==> src/sv/dshmm_pkg.sv <==
package dshmm_pkg;

  localparam int unsigned TIME_W = 32;
  localparam int unsigned TEMP_W = 12;
  localparam int unsigned HUM_W  = 10;
  localparam int unsigned CNT_W  = 8;

  typedef struct packed {
    logic        [TIME_W-1:0] sample_time;
    logic signed [TEMP_W-1:0] sample_temp;
    logic        [HUM_W-1:0]  sample_hum;
  } in_item_t;

  typedef struct packed {
    logic signed [TEMP_W-1:0] min_temp;
    logic signed [TEMP_W-1:0] max_temp;
    logic        [HUM_W-1:0]  min_hum;
    logic        [HUM_W-1:0]  max_hum;
    logic        [CNT_W-1:0]  history_count;
    logic                     point_made;
    logic        [TIME_W-1:0] point_time;
    logic signed [TEMP_W-1:0] point_temp;
    logic        [HUM_W-1:0]  point_hum;
  } out_item_t;

  typedef struct packed {
    logic load;
    logic sum_run;
    logic div_init;
    logic div_step;
    logic push;
    logic grp_write;
    logic scan_run;
    logic emit;
  } cmd_t;

  typedef struct packed {
    logic group_full;
    logic sum_done;
    logic scan_done;
  } sts_t;

endpackage

==> src/sv/dshmm_ctrl.sv <==
module dshmm_ctrl (
  input  logic            clk_i,
  input  logic            rst_ni,
  input  logic            in_valid_i,
  output logic            in_ready_o,
  output logic            out_valid_o,
  input  logic            out_ready_i,
  input  dshmm_pkg::sts_t sts_i,
  output dshmm_pkg::cmd_t cmd_o
);
  import dshmm_pkg::*;

  localparam logic [2:0] ST_IDLE  = 3'd0;
  localparam logic [2:0] ST_SUM   = 3'd1;
  localparam logic [2:0] ST_PREP  = 3'd2;
  localparam logic [2:0] ST_DIV   = 3'd3;
  localparam logic [2:0] ST_PUSH  = 3'd4;
  localparam logic [2:0] ST_WRITE = 3'd5;
  localparam logic [2:0] ST_SCAN  = 3'd6;
  localparam logic [2:0] ST_DONE  = 3'd7;

  logic [2:0] state_q, state_d;
  logic       out_valid_q, out_valid_d;
  logic       accept;

  assign in_ready_o = (state_q == ST_IDLE);
  assign accept     = in_valid_i && in_ready_o;

  always_comb begin
    state_d = state_q;
    cmd_o   = '0;
    case (state_q)
      ST_IDLE: begin
        if (accept) begin
          cmd_o.load = 1'b1;
          state_d    = sts_i.group_full ? ST_SUM : ST_WRITE;
        end
      end
      ST_SUM: begin
        cmd_o.sum_run = 1'b1;
        if (sts_i.sum_done) begin
          state_d = ST_PREP;
        end
      end
      ST_PREP: begin
        cmd_o.div_init = 1'b1;
        state_d        = ST_DIV;
      end
      ST_DIV: begin
        cmd_o.div_step = 1'b1;
        state_d        = ST_PUSH;
      end
      ST_PUSH: begin
        cmd_o.push = 1'b1;
        state_d    = ST_WRITE;
      end
      ST_WRITE: begin
        cmd_o.grp_write = 1'b1;
        state_d         = ST_SCAN;
      end
      ST_SCAN: begin
        cmd_o.scan_run = 1'b1;
        if (sts_i.scan_done) begin
          state_d = ST_DONE;
        end
      end
      ST_DONE: begin
        if (!out_valid_q || out_ready_i) begin
          cmd_o.emit = 1'b1;
          state_d    = ST_IDLE;
        end
      end
      default: begin
        state_d = ST_IDLE;
      end
    endcase
  end

  always_comb begin
    out_valid_d = out_valid_q;
    if (cmd_o.emit) begin
      out_valid_d = 1'b1;
    end else if (out_ready_i) begin
      out_valid_d = 1'b0;
    end
  end

  always_ff @(posedge clk_i or negedge rst_ni) begin
    if (!rst_ni) begin
      state_q     <= ST_IDLE;
      out_valid_q <= 1'b0;
    end else begin
      state_q     <= state_d;
      out_valid_q <= out_valid_d;
    end
  end

  assign out_valid_o = out_valid_q;

`ifndef SYNTH
  a_accept_leaves_idle: assert property (@(posedge clk_i) disable iff (!rst_ni)
    accept |=> state_q != ST_IDLE)
    else $error("accepted item did not start work");

  a_push_after_div: assert property (@(posedge clk_i) disable iff (!rst_ni)
    state_q == ST_PUSH |-> $past(state_q) == ST_DIV)
    else $error("point pushed without a finished division");

  a_result_after_scan: assert property (@(posedge clk_i) disable iff (!rst_ni)
    $rose(out_valid_q) |-> $past(state_q) == ST_DONE)
    else $error("result offered before the scan finished");
`endif

endmodule

==> config.mk <==
export PLATFORM = sky130hd
export DESIGN_NAME = dshmm_ctrl
export DESIGN_NICKNAME = d
export VERILOG_FILES = /design/src/sv/dshmm_pkg.sv /design/src/sv/dshmm_ctrl.sv
export SDC_FILE = /design/constraint.sdc
export NUM_CORES = 1
export LEC_CHECK = 0
export ABC_AREA = 1
export BUFFER_PORTS_ARGS = -buffer_cell sky130_fd_sc_hd__buf_2
export CORE_AREA = 2 2 39 41
export CTS_BUF_LIST = sky130_fd_sc_hd__clkbuf_8
export DETAILED_ROUTE_END_ITERATION = 12
export DIE_AREA = 0 0 41 43
export PLACE_DENSITY_LB_ADDON = 0.08
export SYNTH_ARGS = -nofsm -noshare
export SYNTH_HDL_FRONTEND = slang
export SYNTH_SLANG_ARGS = --single-unit
==> constraint.sdc <==
create_clock -name clk_i -period 1.2 [get_ports clk_i]
set_input_delay 0.36 -clock clk_i [delete_from_list [all_inputs] [get_ports clk_i]]
set_output_delay 0.36 -clock clk_i [all_outputs]
set_load 0.005 [all_outputs]
==> metrics.csv <==
stage;metric;value;unit
clocking;CTS tree;built;
route;Final ANT Viol Nets;0;
die;I/O pin count;17;
run_status;failing checks;setup timing;
route;Initial DRT Pass Iterations;3;
min_path;worst hold path depth;4;
sta;Setup violations, final;9;
placed_design;dpl hpwl;589;µm
run_status;outcome;finished with violations;
sta;Final Hold Fails;0;
sta;RSZ-0062 raised after global routing;true;
power_and_ir_drop;Tot Pwr;1.43;mW
yosys;Net Count, Synth;54;
yosys;Post-synth EDFFs;0;
die;Core ar.;0.00138;mm²
critical_path;reg2reg end;state_q[0];
critical_path;WS Path Type;reg -> out;
finish;final core utilization;39.3;%
min_path;HP Class;in -> reg;
die;Starting Density;22.4;%
global_routing;GRT Util Overall;10.4;%
critical_path;Critical Path Sink Type;output port;
critical_path;Worst Path Buf+Inv;1;
power_and_ir_drop;peak supply drop;1020;µV
sta;period utilization;118;%
route;WL per Instance;8.78;µm
critical_path;Startpoint Class;register;
min_path;Hold Path Sink;out_valid_o;
global_routing;total gr overflow;0;
placed_design;Port Buf Inserts;16;
clocking;CTS Root Cell;clkbuf_8;
yosys;top cells by count, synth;nand2_1, inv_1, nor2_1, nor2_2;
finish;ANT cells;0;
yosys;Synth top area share;32.3;%
clocking;Worst-Skew Late Latency;220;ps
route;met3 wire length;50;µm
yosys;Mapped Cells;47;
yosys;sequential element share of the synthesized area;32.3;%
yosys;most common cell in the netlist;nand2_1;
yosys;post-synth top area cell;dfrtp_1;
sta;fin. max-slew vios;0;
global_routing;vias in the first global route;316;
sta;Rel. slew slack;87.9;%
yosys;synthesized flop and latch total;4;
route;# DRC;0;
power_and_ir_drop;leakage component of the power;0.325;nW
global_routing;initial antenna violation count;0;
min_path;hold path startpoint;out_ready_i;
sta;post-route setup slack;-212;ps
critical_path;peak fanout along the critical path;6;
route;top layer in use;met3;
die;Site Rows;14;
yosys;synth unique cells;15;
sta;Worst Max-Slew Pin Slew;179;ps
critical_path;Crit. path cell count;4;
critical_path;crit path max-delay cell type;dfrtp_2;
yosys;Cell Area, Synth;310;µm²
route;number of DRC violations after detailed-routing iteration 0;5;
finish;Layout Cells excl Fill;89;
flow_run;# Max-Cap Violations;0;
placed_design;GPL Wtd Cong;0.690;
route;vias post-DR;351;
yosys;synth top area cells;dfrtp_1, nand2_1, nor2_2, inv_1, nor2_1;
sta;clock skew;1.31;ps
critical_path;WP data arrival;1050;ps
clocking;Worst-path clk slew;30;ps
critical_path;Reg2Reg Depth;6;
critical_path;required time of the critical path;840;ps
critical_path;slowest cell delay on critical path;440;ps
critical_path;CP dominant cell by count;nor2_2;
route;drt total wl;781;µm
critical_path;register-to-register setup slack;0;ps
route;met2 wire length;371;µm
route;WL met1;359;µm
yosys;asr flop ratio synth;100;%
sta;Min Clock Period, post-route;1410;ps
power_and_ir_drop;Power Dens Cells;2630;mW/mm²
die;DIE WIDTH;41;µm
critical_path;Worst R2R Start;state_q[1];
finish;layout cells sized above 1;60.3;%
finish;Nets;82;
die;chip height;43;µm
clocking;CTS sink count;4;
global_routing;largest net degree at the start of global routing;9;
clocking;CTS Buf Count;3;
global_routing;first-pass GRT wire length;1.23;mm
critical_path;Largest delay share family, worst path;flip-flops;
critical_path;critical path cell sequence;nor2_2 > nand2_2 > nor2_2 > buf_2;
clocking;CTS H-tree lvls;1;
clocking;Longest Clk Path Bufs;2;
sta;FMAX;708;MHz
placed_design;Inst Count DP;84;
yosys;Top FF cell, synth;dfrtp_1;
yosys;Syn Area/Cell;6.60;µm²
die;die area;0.00176;mm²
route;vias per cell;3.94;
finish;Area Overhead vs Synth;75.4;%
yosys;YS warnings;0;
placed cells by master (no fill, tap or decap), types with 2 or more instances in the layout:
cell      count
dfrtp_2       3
nand3_2       3
buf_2        16
buf_4         7
nand2_1      12
nand3_1       2
nor2_4        3
nor2_1        4
inv_1         7
nor2_2        4
clkbuf_8      3
cell families (layout without fill, tap and decap cells):
kind of cell	after synthesis	after routing	synth area share [%]
DFF	4	4	32.3
buffers and inverters	10	36	15.7
AOI/OAI and AO/OA	3	3	6.85
and+or+nand+nor	30	30	45.2
per-layer routing:
layer	track usage, %	vias to the layer above
met3	0	0
li1	-	193
met1	14.5	146
met2	15.3	12
met5	0	-
met4	6.00	0
cell type report:
class,count,area (µm²)
inverters,8,30.0
repair buffers,25,154
well taps,16,20.0
flip-flops and latches,4,104
multi-input cells,33,195
fillers,156,840
clock buffers,3,41.3
flip-flops by register name, indices dropped and copies added, names as in the netlist:
name / count
state_q: 3
out_valid_o: 1
per-stage QoR:
| step | setup WS (ps) | TNS, ps | cell area [µm²] | hold WS, ps |
|---|---|---|---|---|
| finish | -212 | -1610 | 544 | 461 |
| global route | -283 | -2390 | 544 | 479 |
| CTS | -223 | -1740 | 523 | 440 |
| detailed placement | -87.9 | -212 | 444 | 171 |
| global placement | -64.2 | -224 | 444 | 168 |
| floorplan | 23.4 | 0 | 310 | 64.4 |
tightest hold or removal path: cells and delay by family:
kind	cells	cell delay, ps
buffers and inverters	2	130
AND/OR/NAND/NOR	2	150
timing repair:
action / CTS / global route
buffers inserted: 1 / 0
gates resized for setup: 7 / 5
hold buffers: 1 / 0
endpoints found under the setup margin: 11 / 12
pin swaps: 1 / 0
endpoints found under the hold margin: 4 / 0
how the worst max path moves through the flow:
| stage | startpoint | to |
|---|---|---|
| floorplan | state_q[0] | cmd_o[0] |
| global placement | state_q[0] | cmd_o[0] |
| detailed placement | state_q[0] | cmd_o[0] |
| CTS | state_q[1] | cmd_o[7] |
| global route | state_q[1] | cmd_o[7] |
| finish | state_q[1] | cmd_o[7] |
where the power goes:
group          internal (mW)  leakage, nW  switching [mW]
clock                  0.214       0.0216          0.0739
combinational          0.421        0.258           0.387
sequential             0.215       0.0454           0.119
No activity file was read; power rests on OpenSTA's default activity.
